===== config.mk =====
export PLATFORM = sky130hd
export DESIGN_NAME = gossip_event_dedup_reorder_core
export DESIGN_NICKNAME = d
export VERILOG_FILES = /design/src/design/ged_pkg.sv /design/src/design/ged_table.sv /design/src/design/ged_hold.sv /design/src/design/gossip_event_dedup_reorder_core.sv
export SDC_FILE = /design/constraint.sdc
export NUM_CORES = 1
export LEC_CHECK = 0
export BUFFER_PORTS_ARGS = -buffer_cell sky130_fd_sc_hd__buf_2
export CAP_MARGIN = 40
export CORE_ASPECT_RATIO = 1.25
export CORE_MARGIN = 3
export CORE_UTILIZATION = 55
export DETAILED_ROUTE_END_ITERATION = 10
export PLACE_DENSITY = 0.81
export SLEW_MARGIN = 10
export SYNTH_ARGS = -nofsm -noshare
export SYNTH_HDL_FRONTEND = slang
export SYNTH_HIERARCHICAL = 1
export SYNTH_SLANG_ARGS = --single-unit

===== constraint.sdc =====
create_clock -name clk -period 12.2 [get_ports clk]
set_input_delay 0 -clock clk [delete_from_list [all_inputs] [get_ports clk]]
set_output_delay 0 -clock clk [all_outputs]
set_load 0.05 [all_outputs]

===== src/design/ged_pkg.sv =====
// ----------------------------------------------------------------------------
// ged_pkg
// Shared types and constants for the gossip event duplicate filter and
// reorder buffer.
// ----------------------------------------------------------------------------
`default_nettype none

package ged_pkg;

  localparam int NEIGHBORS_DEF  = 8;
  localparam int HOLD_DEPTH_DEF = 4;
  localparam int ID_BITS        = 8;
  localparam int TAG_BITS       = 16;

  localparam logic [7:0]  ID_MASK  = 8'((64'd1 << ID_BITS) - 64'd1);
  localparam logic [15:0] TAG_MASK = 16'((64'd1 << TAG_BITS) - 64'd1);

  localparam logic [7:0] SELF_ID_RESET  = 8'd1;
  localparam logic [7:0] MAX_HOPS_RESET = 8'd4;

  localparam int CFG_IDX_W = 2;
  localparam logic [CFG_IDX_W-1:0] REG_SELF_ID  = 2'd0;
  localparam logic [CFG_IDX_W-1:0] REG_MAX_HOPS = 2'd1;

  localparam logic [1:0] KIND_ACCEPT   = 2'd0;
  localparam logic [1:0] KIND_DUP      = 2'd1;
  localparam logic [1:0] KIND_GAP      = 2'd2;
  localparam logic [1:0] KIND_RELEASED = 2'd3;

  typedef struct packed {
    logic [7:0]  src_id;
    logic [31:0] src_seq;
    logic [7:0]  hops;
    logic [7:0]  sender_id;
    logic [15:0] event_tag;
  } in_t;

  typedef struct packed {
    logic [1:0]  result_kind;
    logic [7:0]  out_origin;
    logic [31:0] out_seq;
    logic [15:0] out_tag;
    logic        forward_now;
    logic [7:0]  forward_hops;
    logic [7:0]  exclude_neighbor;
    logic        hops_expired;
    logic [31:0] request_from;
    logic [31:0] request_to;
    logic        was_buffered;
    logic        last_result;
  } out_t;

  typedef struct packed {
    logic [7:0]  origin;
    logic [31:0] seq;
    logic [15:0] tag;
  } held_t;

endpackage

`default_nettype wire


===== src/design/ged_table.sv =====
// ----------------------------------------------------------------------------
// ged_table
// Per-origin table: ids in registers for the search, highest sequences in a
// synchronous memory with a registered read port.
// ----------------------------------------------------------------------------
`default_nettype none

module ged_table #(
  parameter int NEIGHBORS = 8,
  localparam int TD = NEIGHBORS + 1,
  localparam int IW = $clog2(TD)
) (
  input  wire logic          clk,
  input  wire logic          rst,
  input  wire logic          self_we,
  input  wire logic [7:0]    self_id,
  input  wire logic [7:0]    key,
  output logic               hit,
  output logic [IW-1:0]      idx,
  input  wire logic [IW-1:0] rd_addr,
  output logic [31:0]        rd_data,
  input  wire logic          set_en,
  input  wire logic          set_hit,
  input  wire logic [IW-1:0] set_idx,
  input  wire logic [7:0]    set_id,
  input  wire logic [31:0]   set_seq
);
  import ged_pkg::*;

  localparam int CW = $clog2(TD + 1);

  logic [7:0]    ids [TD];
  logic [31:0]   seqs [TD];
  logic [CW-1:0] count;
  logic          seq0_written;
  logic [31:0]   rd_raw;
  logic          rd_zero;

  // Lowest matching slot wins, so scan from the top down.
  always_comb begin
    hit = 1'b0;
    idx = '0;
    for (int i = TD - 1; i >= 0; i--) begin
      if ((CW'(i) < count) && (ids[i] == key)) begin
        hit = 1'b1;
        idx = IW'(i);
      end
    end
  end

  always_ff @(posedge clk) begin
    if (rst) begin
      ids[0]       <= SELF_ID_RESET & ID_MASK;
      count        <= CW'(1);
      seq0_written <= 1'b0;
    end else begin
      if (self_we) begin
        ids[0] <= self_id & ID_MASK;
      end
      if (set_en) begin
        if (set_hit) begin
          if (set_idx == '0) begin
            seq0_written <= 1'b1;
          end
        end else if (count < CW'(TD)) begin
          ids[count[IW-1:0]] <= set_id;
          count              <= count + CW'(1);
        end
      end
    end
  end

  always_ff @(posedge clk) begin
    if (set_en) begin
      if (set_hit) begin
        seqs[set_idx] <= set_seq;
      end else if (count < CW'(TD)) begin
        seqs[count[IW-1:0]] <= set_seq;
      end
    end
    rd_raw  <= seqs[rd_addr];
    rd_zero <= (rd_addr == '0) && !seq0_written;
  end

  // Slot zero's sequence is zero until it is first written.
  assign rd_data = rd_zero ? 32'd0 : rd_raw;

  a_count_range: assert property (@(posedge clk) disable iff (rst)
    (count >= CW'(1)) && (count <= CW'(TD)))
    else $error("table fill count out of range");

  a_count_step: assert property (@(posedge clk) disable iff (rst)
    !(set_en && !set_hit) |=> (count == $past(count)) || $past(rst))
    else $error("table count changed without an append");

  a_hit_in_range: assert property (@(posedge clk) disable iff (rst)
    hit |-> (CW'(idx) < count))
    else $error("table hit beyond filled slots");

endmodule

`default_nettype wire


===== src/design/ged_hold.sv =====
// ----------------------------------------------------------------------------
// ged_hold
// Reorder buffer storage: one write port, one registered read port.
// ----------------------------------------------------------------------------
`default_nettype none

module ged_hold #(
  parameter int HOLD_DEPTH = 4,
  localparam int AW = (HOLD_DEPTH > 1) ? $clog2(HOLD_DEPTH) : 1
) (
  input  wire logic            clk,
  input  wire logic            wr_en,
  input  wire logic [AW-1:0]   wr_addr,
  input  wire ged_pkg::held_t  wr_data,
  input  wire logic [AW-1:0]   rd_addr,
  output ged_pkg::held_t       rd_data
);
  import ged_pkg::*;

  held_t mem [HOLD_DEPTH];

  always_ff @(posedge clk) begin
    if (wr_en) begin
      mem[wr_addr] <= wr_data;
    end
    rd_data <= mem[rd_addr];
  end

endmodule

`default_nettype wire


===== src/design/gossip_event_dedup_reorder_core.sv =====
// ----------------------------------------------------------------------------
// gossip_event_dedup_reorder_core
// Duplicate filter and gap reorder buffer for received gossip events.
// ----------------------------------------------------------------------------
// One event is handled at a time; the next is taken once the block is back
// in idle. A duplicate or a gap is reported from the lookup state. An
// in-order event then scans the reorder buffer, reading the buffer entry
// and its table sequence for each entry examined and, for each released
// entry, reading and writing every later entry to move it down, because
// every access goes through the single read port of the table memory and
// of the buffer memory. An item occupies the block longest when all
// buffered entries are released. Results pass through a one-deep pending
// register and an output register, so the final result of an item carries
// last_result.
`default_nettype none

module gossip_event_dedup_reorder_core #(
  parameter int NEIGHBORS  = ged_pkg::NEIGHBORS_DEF,
  parameter int HOLD_DEPTH = ged_pkg::HOLD_DEPTH_DEF
) (
  input  wire logic                          clk,
  input  wire logic                          rst,
  input  wire logic                          in_valid,
  output logic                               in_stall,
  input  wire ged_pkg::in_t                  in_data,
  output logic                               out_valid,
  input  wire logic                          out_stall,
  output ged_pkg::out_t                      out_data,
  input  wire logic                          cfg_valid,
  output logic                               cfg_ready,
  input  wire logic [ged_pkg::CFG_IDX_W-1:0] cfg_index,
  input  wire logic [7:0]                    cfg_data
);
  import ged_pkg::*;

  localparam int TD = NEIGHBORS + 1;
  localparam int IW = $clog2(TD);
  localparam int AW = (HOLD_DEPTH > 1) ? $clog2(HOLD_DEPTH) : 1;
  localparam int HW = $clog2(HOLD_DEPTH + 1);

  typedef enum logic [9:0] {
    S_IDLE     = 10'b0000000001,
    S_LOOK_RD  = 10'b0000000010,
    S_LOOK     = 10'b0000000100,
    S_SCAN_RD  = 10'b0000001000,
    S_SCAN_KEY = 10'b0000010000,
    S_SCAN_SRD = 10'b0000100000,
    S_SCAN_CMP = 10'b0001000000,
    S_SHIFT_RD = 10'b0010000000,
    S_SHIFT_WR = 10'b0100000000,
    S_FLUSH    = 10'b1000000000
  } state_t;

  state_t        state, state_next;
  in_t           item;
  held_t         h;
  logic [7:0]    max_hops;
  logic [HW-1:0] held_count;
  logic [HW-1:0] i, j;
  logic [IW-1:0] idx_r;
  logic          hit_r;
  logic          pend_valid;
  out_t          pend;
  out_t          pend_last;

  logic          self_we;
  logic [7:0]    tbl_key;
  logic          tbl_hit;
  logic [IW-1:0] tbl_idx;
  logic [31:0]   tbl_rdata;
  logic          set_en;
  logic [7:0]    set_id;
  logic [31:0]   set_seq;

  logic          hold_we;
  logic [AW-1:0] hold_waddr;
  held_t         hold_wdata;
  logic [AW-1:0] hold_raddr;
  held_t         hold_rdata;

  logic          out_free, can_push, push;
  out_t          res;
  logic [31:0]   known, known_p1;
  logic          accept_in;
  in_t           in_m;

  assign cfg_ready = 1'b1;
  assign self_we   = cfg_valid && (cfg_index == REG_SELF_ID);
  assign in_stall  = (state != S_IDLE);
  assign accept_in = in_valid && !in_stall;

  always_comb begin
    in_m           = in_data;
    in_m.src_id    = in_data.src_id & ID_MASK;
    in_m.sender_id = in_data.sender_id & ID_MASK;
    in_m.event_tag = in_data.event_tag & TAG_MASK;
  end

  // The final result of an item leaves with its end marker set.
  always_comb begin
    pend_last             = pend;
    pend_last.last_result = 1'b1;
  end

  assign tbl_key  = (state == S_IDLE) ? in_m.src_id : hold_rdata.origin;
  assign known    = hit_r ? tbl_rdata : 32'd0;
  assign known_p1 = known + 32'd1;
  assign out_free = !out_valid || !out_stall;
  assign can_push = !pend_valid || out_free;

  assign hold_raddr = ((state == S_SHIFT_RD) || (state == S_SHIFT_WR))
                      ? AW'(j + HW'(1)) : AW'(i);

  ged_table #(.NEIGHBORS(NEIGHBORS)) u_table (
    .clk     (clk),
    .rst     (rst),
    .self_we (self_we),
    .self_id (cfg_data),
    .key     (tbl_key),
    .hit     (tbl_hit),
    .idx     (tbl_idx),
    .rd_addr (idx_r),
    .rd_data (tbl_rdata),
    .set_en  (set_en),
    .set_hit (hit_r),
    .set_idx (idx_r),
    .set_id  (set_id),
    .set_seq (set_seq)
  );

  ged_hold #(.HOLD_DEPTH(HOLD_DEPTH)) u_hold (
    .clk     (clk),
    .wr_en   (hold_we),
    .wr_addr (hold_waddr),
    .wr_data (hold_wdata),
    .rd_addr (hold_raddr),
    .rd_data (hold_rdata)
  );

  // Next state, result building and memory write controls.
  always_comb begin
    state_next = state;
    push       = 1'b0;
    res        = '0;
    set_en     = 1'b0;
    set_id     = item.src_id;
    set_seq    = item.src_seq;
    hold_we    = 1'b0;
    hold_waddr = AW'(held_count);
    hold_wdata = '{origin: item.src_id, seq: item.src_seq, tag: item.event_tag};
    case (state)
      S_IDLE: begin
        if (accept_in) begin
          state_next = S_LOOK_RD;
        end
      end
      S_LOOK_RD: begin
        state_next = S_LOOK;
      end
      S_LOOK: begin
        res.out_origin = item.src_id;
        res.out_seq    = item.src_seq;
        res.out_tag    = item.event_tag;
        if (can_push) begin
          push = 1'b1;
          if (item.src_seq <= known) begin
            res.result_kind = KIND_DUP;
            state_next      = S_FLUSH;
          end else if (item.src_seq > known_p1) begin
            res.result_kind  = KIND_GAP;
            res.request_from = known_p1;
            res.request_to   = item.src_seq - 32'd1;
            if (held_count < HW'(HOLD_DEPTH)) begin
              hold_we          = 1'b1;
              res.was_buffered = 1'b1;
            end
            state_next = S_FLUSH;
          end else begin
            res.result_kind      = KIND_ACCEPT;
            res.exclude_neighbor = item.sender_id;
            if (item.hops < max_hops) begin
              res.forward_now  = 1'b1;
              res.forward_hops = item.hops + 8'd1;
            end else begin
              res.hops_expired = 1'b1;
            end
            set_en     = 1'b1;
            state_next = S_SCAN_RD;
          end
        end
      end
      S_SCAN_RD: begin
        state_next = (i >= held_count) ? S_FLUSH : S_SCAN_KEY;
      end
      S_SCAN_KEY: begin
        state_next = S_SCAN_SRD;
      end
      S_SCAN_SRD: begin
        state_next = S_SCAN_CMP;
      end
      S_SCAN_CMP: begin
        res.result_kind = KIND_RELEASED;
        res.out_origin  = h.origin;
        res.out_seq     = h.seq;
        res.out_tag     = h.tag;
        set_id          = h.origin;
        set_seq         = h.seq;
        if (h.seq != known_p1) begin
          state_next = S_SCAN_RD;
        end else if (can_push) begin
          push       = 1'b1;
          set_en     = 1'b1;
          state_next = S_SHIFT_RD;
        end
      end
      S_SHIFT_RD: begin
        state_next = ((j + HW'(1)) < held_count) ? S_SHIFT_WR : S_SCAN_RD;
      end
      S_SHIFT_WR: begin
        hold_we    = 1'b1;
        hold_waddr = AW'(j);
        hold_wdata = hold_rdata;
        state_next = S_SHIFT_RD;
      end
      S_FLUSH: begin
        if (out_free) begin
          state_next = S_IDLE;
        end
      end
      default: begin
        state_next = S_IDLE;
      end
    endcase
  end

  always_ff @(posedge clk) begin
    if (rst) begin
      state      <= S_IDLE;
      max_hops   <= MAX_HOPS_RESET;
      held_count <= '0;
      pend_valid <= 1'b0;
      out_valid  <= 1'b0;
    end else begin
      state <= state_next;
      if (cfg_valid && (cfg_index == REG_MAX_HOPS)) begin
        max_hops <= cfg_data;
      end
      if (push) begin
        pend_valid <= 1'b1;
        out_valid  <= pend_valid || (out_valid && out_stall);
      end else if ((state == S_FLUSH) && out_free) begin
        pend_valid <= 1'b0;
        out_valid  <= 1'b1;
      end else if (out_valid && !out_stall) begin
        out_valid <= 1'b0;
      end
      if ((state == S_LOOK) && hold_we) begin
        held_count <= held_count + HW'(1);
      end else if ((state == S_SHIFT_RD) && !((j + HW'(1)) < held_count)) begin
        held_count <= held_count - HW'(1);
      end
    end
  end

  // Datapath registers.
  always_ff @(posedge clk) begin
    if (accept_in) begin
      item <= in_m;
    end
    if ((state == S_IDLE) || (state == S_SCAN_KEY)) begin
      idx_r <= tbl_idx;
      hit_r <= tbl_hit;
    end
    if (state == S_SCAN_KEY) begin
      h <= hold_rdata;
    end
    if (state == S_LOOK) begin
      i <= '0;
    end else if ((state == S_SCAN_CMP) && (h.seq != known_p1)) begin
      i <= i + HW'(1);
    end
    if (state == S_SCAN_CMP) begin
      j <= i;
    end else if (state == S_SHIFT_WR) begin
      j <= j + HW'(1);
    end
    if (push) begin
      pend <= res;
      if (pend_valid) begin
        out_data <= pend;
      end
    end else if ((state == S_FLUSH) && out_free) begin
      out_data <= pend_last;
    end
  end

  a_held_bound: assert property (@(posedge clk) disable iff (rst)
    held_count <= HW'(HOLD_DEPTH))
    else $error("reorder buffer count beyond its depth");

  a_idle_no_pending: assert property (@(posedge clk) disable iff (rst)
    (state == S_IDLE) |-> !pend_valid)
    else $error("pending result left over in idle");

  a_accept_starts: assert property (@(posedge clk) disable iff (rst)
    accept_in |=> (state == S_LOOK_RD))
    else $error("accepted transaction did not start a lookup");

  a_push_room: assert property (@(posedge clk) disable iff (rst)
    push |-> can_push)
    else $error("result pushed without room");

endmodule

`default_nettype wire

# After elaboration in Yosys (flattened, before gate mapping)
# Memory sizes are Yosys's and may differ from the RTL's. A register that Yosys moved wholly into a read port is not among the register bits.
# Cells that the tools add are included.
op_classes:
  add_sub_neg: 8
  magnitude_cmp: 16
  eq_ne: 27
  n_mux: 77
  bitwise: 6
  n_reduce_logical: 47
op_table:
  columns: ["cell", "n"]
  rows:
  - ["142-bit 2-to-1 mux", 3]
  - ["32-bit 2-to-1 mux", 4]
  - ["58-bit one-hot mux with 2 select lines", 1]
  - ["10-bit one-hot mux with 10 select lines", 1]
  - ["10-bit 2-to-1 mux", 8]
  - ["8-bit == test", 9]
  - ["56-bit 2-to-1 mux", 1]
  - ["1-bit 2-to-1 mux", 34]
  - ["32-bit by 1-bit adder with 32-bit output (second input constant)", 1]
  - ["32-bit > comparator", 1]
  - ["32-bit <= comparator", 1]
  - ["32-bit != test", 1]
  - ["32-bit OR reduction", 1]
  - ["32-bit by 1-bit subtractor with 32-bit output (second input constant)", 1]
  - ["3-bit 2-to-1 mux", 8]
  - ["8-bit 2-to-1 mux", 3]
  - ["1-bit logical AND", 19]
  - ["9-bit 2-to-1 mux", 2]
  - ["3-bit by 4-bit less-than comparator with 1-bit output (first input constant)", 4]
  - ["2-bit 2-to-1 mux", 7]
  - ["4-bit OR reduction", 3]
  - ["10-bit by 1-bit == test with 1-bit output (second input constant)", 1]
  - ["10-bit == test (second input constant)", 1]
  - ["10-bit by 2-bit == test with 1-bit output (second input constant)", 1]
  - ["39 further kinds", 65]
totals:
  ff_bits: 451
  ramBits: 584
  inputBits: 87
  out_inout_bits: 145
  word_cells: 230
  n_memories: 3
mem_list:
  columns: ["name", "depth", "word_bits", "rd", "rd_clocked_by_memory_dff", "write_ports", "line", "text"]
  rows:
  - ["u_table.seqs", 9, 32, 1, 1, 1, "ged_table.sv:33", "logic [31:0] seqs [TD];"]
  - ["u_hold.mem", 4, 56, 1, 1, 1, "ged_hold.sv:20", "held_t mem [HOLD_DEPTH];"]
  - ["u_table.ids", 9, 8, 9, 0, 2, "ged_table.sv:32", "logic [7:0] ids [TD];"]

# Logic depth before layout (Yosys ltp)
logic_depth:
  word_depth: 12
  mapped_depth: 29
  depth_no_buf: 24

# By module
# The synthesis kept the hierarchy.
by_module_without_submodules:
  columns: ["module", "n_inst", "cells_each", "area_per_inst_um2", "seq_area_each_um2"]
  rows:
  - ["gossip_event_dedup_reorder_core", 1, 1594, 20378.3, 13102.6]
  - ["ged_table", 1, 870, 15623.7, 11571.1]
  - ["ged_hold", 1, 352, 9267.6, 7847.5]

# Worst setup path after synthesis
# No wires, ideal clock.
synth_path:
  kind: "reg2reg"
  startpoint: "register hit_r"
  endpoint: "register out_data[0] in the netlist's numbering, enable pin"
  setup_time_ns: 0.691
  arrival_ns: 10.726
  required_ns: 11.509
  slack_ns: 0.783
  stages_incl_launch_ff: 16
  n_path_buf: 4
  synth_period_minus_slack_ns: 11.417
  cell_sequence: "edfxtp_1 > buf_2 > buf_2 > buf_2 > and2_1 > ha_1 > clkbuf_1 > nand3_1 > nor2_1 > nand4_1 > or4b_2 > o21ai_0 > or4b_4 > nor4_4 > o21ai_1 > a21oi_1"
synth_between:
  elab_chain_cells: 7
  elab_cells_between_ends: 8
  cone_classes: "add/sub (1); eq/ne (2); mux (3); reduce/logical (2)"
synth_rtl:
  columns: ["element", "line", "text"]
  rows:
  - ["start: declaration", "gossip_event_dedup_reorder_core.sv:61", "logic hit_r;"]
  - ["start signal: assignment", "gossip_event_dedup_reorder_core.sv:272", "hit_r <= tbl_hit;"]
  - ["32-bit 2-to-1 mux (*)", "gossip_event_dedup_reorder_core.sv:106", "assign known = hit_r ? tbl_rdata : 32'd0;"]
  - ["32-bit by 1-bit adder with 32-bit output (*)", "gossip_event_dedup_reorder_core.sv:107", "assign known_p1 = known + 32'd1;"]
  - ["32-bit != test (*)", "gossip_event_dedup_reorder_core.sv:208", "if (h.seq != known_p1) begin"]
  - ["1-bit 2-to-1 mux (*)", "gossip_event_dedup_reorder_core.sv:208", null]
  - ["1-bit one-hot mux with 2 select lines (*)", "gossip_event_dedup_reorder_core.sv:151", "case (state)"]
  - ["2-bit != test (no source line) / 2-bit nonzero test (equally long branches)", null, null]
  - ["2-bit AND reduction (no source line) (*)", null, null]
  - ["end signal: assignment", "gossip_event_dedup_reorder_core.sv:290", "out_data <= pend;"]
  - ["end signal: assignment", "gossip_event_dedup_reorder_core.sv:293", "out_data <= pend_last;"]
  - ["end: declaration", "gossip_event_dedup_reorder_core.sv:28", "output ged_pkg::out_t out_data,"]
# Mark *: on every way between the ends. The rest lies on a longest branch, timed or not.
# A chain may end at the register's enable or synchronous reset.

# Final worst setup path
layout_path:
  startpoint: "register u_table.rd_zero"
  endpoint: "memory u_table.seqs[3][0], enable pin"
layout_between:
  elab_chain_cells: 12
  elab_cells_between_ends: 18
  cone_classes: "add/sub (1); order compare (2); eq/ne (1); mux (13); reduce/logical (1)"
layout_rtl:
  columns: ["element", "line", "text"]
  rows:
  - ["start: declaration", "ged_table.sv:37", "logic rd_zero;"]
  - ["start signal: assignment", "ged_table.sv:82", "rd_zero <= (rd_addr == '0) && !seq0_written;"]
  - ["32-bit 2-to-1 mux (*)", "ged_table.sv:86", "assign rd_data = rd_zero ? 32'd0 : rd_raw;"]
  - ["named net tbl_rdata[6]", "gossip_event_dedup_reorder_core.sv:70", "logic [31:0] tbl_rdata;"]
  - ["32-bit 2-to-1 mux (*)", "gossip_event_dedup_reorder_core.sv:106", null]
  - ["32-bit by 1-bit adder with 32-bit output", "gossip_event_dedup_reorder_core.sv:107", null]
  - ["32-bit > comparator", "gossip_event_dedup_reorder_core.sv:169", "end else if (item.src_seq > known_p1) begin"]
  - ["1-bit 2-to-1 mux", "gossip_event_dedup_reorder_core.sv:169", null]
  - ["1-bit 2-to-1 mux", "gossip_event_dedup_reorder_core.sv:166", "if (item.src_seq <= known) begin"]
  - ["1-bit 2-to-1 mux", "gossip_event_dedup_reorder_core.sv:164", "if (can_push) begin"]
  - ["1-bit one-hot mux with 2 select lines (*)", "gossip_event_dedup_reorder_core.sv:151", null]
  - ["named net set_en", "gossip_event_dedup_reorder_core.sv:71", "logic set_en;"]
  - ["1-bit 2-to-1 mux", "ged_table.sv:74", "if (set_en) begin"]
  - ["1-bit 2-to-1 mux (not written as such)", "ged_table.sv:78", "seqs[count[IW-1:0]] <= set_seq;"]
  - ["32-bit OR reduction (no source line)", null, null]
  - ["4-bit 2-to-1 mux (no source line) / 1-bit 2-to-1 mux (equally long branches)", null, null]
  - ["end: declaration", "ged_table.sv:33", null]
# Mark *: on every way through the listed nets, which the timed path passes. The rest lies on a longest branch.

==> metrics.cfg <==
[sta]
fmax_ghz = 0.1241
hold_viol_final = 0
post-route-min-period_ns = 8.060
finalWorstSetupSlack_ns = 4.140
worst_slew_pin_slew_ns = 0.9490
skew_ns = 0.03080
rsz0062_at_grt = false
fin_tns_setup_ns = 0
setup_viol = 0
finalCritPeriodShare_pct = 66.07
slew_headroom_pct = 36.15
drv_slew = 0

[clocking]
h-tree-depth = 3
cts_sinks = 1123
cts_root_buffer = clkbuf_16
clock_latency_ns = 0.66
clkTransAtPathRegs_ns = 0.07
clockBufferDepth = 3
numCtsBuffers = 100
cts_tree = yes
cts_resized = 0

[global_routing]
use_met1_pct = 35.55
grt_busiest_layer = met2
grt.overflow.total = 0
grt_max_degree = 76
grt_pass1_wl_um = 172100
track_usage_pct = 26.69
antenna_found_initial = 3
grt_pass1_vias = 27467
met2_usage_pct = 44.89
use_met3_pct = 4.497

[floorplan]
rows = 117
die_area_um2 = 85810
placeableCoreArea_um2 = 81540
initial_utilization_pct = 55.52
fp.dieH_um = 326.8
die_x_um = 262.6
io_pins = 232

[final_layout]
drive_above_1_share_pct = 20.27
post-route-util_pct = 63.66
final_nets = 3352
area_growth_pct = 14.67

[setup_path]
path_delay_family = simple AND/OR/NAND/NOR gates
crit_top_cell = nand3_1
critPathRequiredTime_ns = 12.47
slowest_stage = nor4_1
slowest_delay_ns = 0.74
cp-start-kind = register
criticalPathCategory = register to register
worstPathArrival_ns = 8.33
worstPathCellList = buf_4 > nor2b_1 > nand3_1 > nor4_1 > nand3_1 > nor3_1 > xor2_1 > ha_1 > nand3_1 > or3_1 > nor3_1 > and3_1 > a21oi_1 > a31oi_1 > nand3b_1 > nand2_1 > clkinv_1 > a211oi_2 > nand2_1 > a21boi_1 > or2_1 > nor2_2 > buf_4
endpoint_kind = register
path_buf_inv = 3
path_max_fanout = 32

[yosys]
synth_top_area_share_pct = 66.53
ys_seq_area_share_pct = 71.84
syn_area_um2 = 45270
syn_nets = 2989
synthArstFlopShare_pct = 0
synth_area_leaders = edfxtp_1, mux4_2, dfxtp_1, nand2_1, ha_1
syn_inst = 2816
synth-seq-cells = 1123
synth_area_per_cell_um2 = 16.08
ys_types = 87
yosysWarnings = 6
synth_edf_count = 1003
ys.flop_type = edfxtp_1
yosysTopAreaCell = edfxtp_1

[routing]
wl_per_cell_um = 26.57
drt_wl_total_um = 115100
viasPerCell = 6.127
vias = 26549
postRouteAntennaNets = 0
drt_drc_violations_left = 0
drt_iter0_drc = 2928
dr.pass1.iters = 8

[place]
place_hpwl_um = 74070
pre_cts_ws_ns = 4.267
portBuffers = 230
gp_congestion = 0.9101

[run_status]
status = complete, no violations

[hold_path]
hold_path_class = input port to register

[job]
drv_cap = 0

[power_and_ir_drop]
power.density_nw_per_um2 = 194.7
p_leak_nw = 17.80
total_power_mw = 10.10
ir_worst_vdd_mv = 0.1969

-- state kept, by name, summed over array words and instances, names as in the netlist, 4 cells and up --
name            flops
item               72
u_table/rd_raw     32
pend              141
u_hold/rd_data     56
u_table/count       4
u_table/seqs      288
u_table/ids        72
max_hops            8
u_hold/mem        224
h                  56
idx_r               4
state              10
out_data          142
-- repair_timing --
| item | 4_1_cts | 5_1_grt |
|---|---|---|
| endpoints found under the hold margin | 132 | 0 |
| setup buffers | 0 | 0 |
| setup endpoints to repair | 0 | 0 |
| hold buffers | 94 | 0 |
-- per-layer routing --
layer,vias to the layer above,share of wire [%]
li1,11466,-
met1,13433,39
met2,1379,50
met3,267,7.7
met4,4,3.4
met5,-,0.023
-- cell type report --
cell class / instances / area (µm²)
Fill cell: 5366 / 29630
Multi-Input combinational cell: 1538 / 12090
Inverter: 42 / 162.7
Clock inverter: 55 / 574.3
Sequential cell: 1123 / 32520
Antenna cell: 1 / 2.502
Clock buffer: 129 / 2671
Timing Repair Buffer: 374 / 2551
Tap cell: 1071 / 1340
-- Yosys cell counts (26+ instances only) --
| cell | n |
|---|---|
| dfxtp_1 | 120 |
| o21ai_0 | 46 |
| a21oi_1 | 41 |
| xnor2_1 | 94 |
| and3_1 | 28 |
| o21ai_1 | 29 |
| nor3_1 | 32 |
| nand3_1 | 50 |
| nor4_1 | 28 |
| nand2_1 | 320 |
| clkbuf_1 | 56 |
| edfxtp_1 | 1003 |
| nor2b_1 | 45 |
| mux4_2 | 120 |
| ha_1 | 85 |
| xor2_1 | 58 |
| mux2_2 | 70 |
| buf_2 | 26 |
| inv_1 | 41 |
| nand4_1 | 43 |
| mux2i_1 | 42 |
| nor2_1 | 166 |
-- kinds of logic (layout without fill, tap and decap cells) --
| logic type | after synthesis | in the layout | synth area share [%] |
|---|---|---|---|
| and+or+nand+nor | 829 | 829 | 8.936 |
| buffers and inverters | 155 | 600 | 1.642 |
| other | 1 | 2 | 0.008284 |
| xor gates and xnor gates | 156 | 156 | 3.126 |
| AOI/OAI and AO/OA | 233 | 233 | 3.394 |
| muxes | 232 | 232 | 8.640 |
| adders and majority gates | 87 | 87 | 2.416 |
| DFF | 1123 | 1123 | 71.84 |
-- metrics by stage --
step / hold WS (ns) / instance area, µm² / instances
after floorplan: 0.09887 / 45270 / 2816
after global placement: 0.1769 / 47540 / 4041
after detailed placement: 0.1781 / 47710 / 4052
after CTS: 0.01296 / 51900 / 4330
after global routing: 0.03979 / 51910 / 4332
final: 0.05105 / 51910 / 4333
-- worst paths after layout --
kind	cells after the start	start	end	slack, ns
worst max-delay path	23	u_table/rd_zero$_DFF_P_	u_table/seqs[3][0]$_DFFE_PP_	4.14
worst min-delay path	2	in_data[1]	item[1]$_DFFE_PP_	0.05
worst max register to register	23	u_table/rd_zero$_DFF_P_	u_table/seqs[3][0]$_DFFE_PP_	4.14
worst min register to register	0	pend[99]$_DFFE_PP_	out_data[99]$_DFFE_PP_	0.42
-- cell usage in the layout (no fill, tap or decap), types with 14 or more instances in the layout --
cell / count
buf_2: 235
clkbuf_1: 23
xor2_1: 58
a21o_1: 23
clkinv_2: 14
nor2_1: 157
inv_1: 39
mux2_2: 70
buf_4: 39
a22o_1: 24
clkbuf_16: 100
clkinv_1: 19
mux4_2: 120
o21ai_0: 46
nand2_1: 320
dfxtp_1: 120
nand2b_1: 14
nor2b_1: 45
and3_1: 27
and2_1: 15
or3_1: 18
nor3_1: 32
ha_1: 85
o21ai_1: 29
dlygate4sd3_1: 94
nand3_1: 50
xnor2_1: 94
mux2i_1: 42
nand4_1: 43
nor4_1: 28
edfxtp_1: 1003
a21oi_1: 38
-- where the power goes --
group / total, mW / switching, mW / internal (mW) / leakage [nW]
combinational: 2.24 / 1.43 / 0.810 / 6.18
sequential: 4.74 / 0.190 / 4.55 / 10.0
clock: 3.13 / 1.35 / 1.78 / 1.57
total: 10.1 / 2.97 / 7.14 / 17.8
No activity file was read; power rests on OpenSTA's default activity.
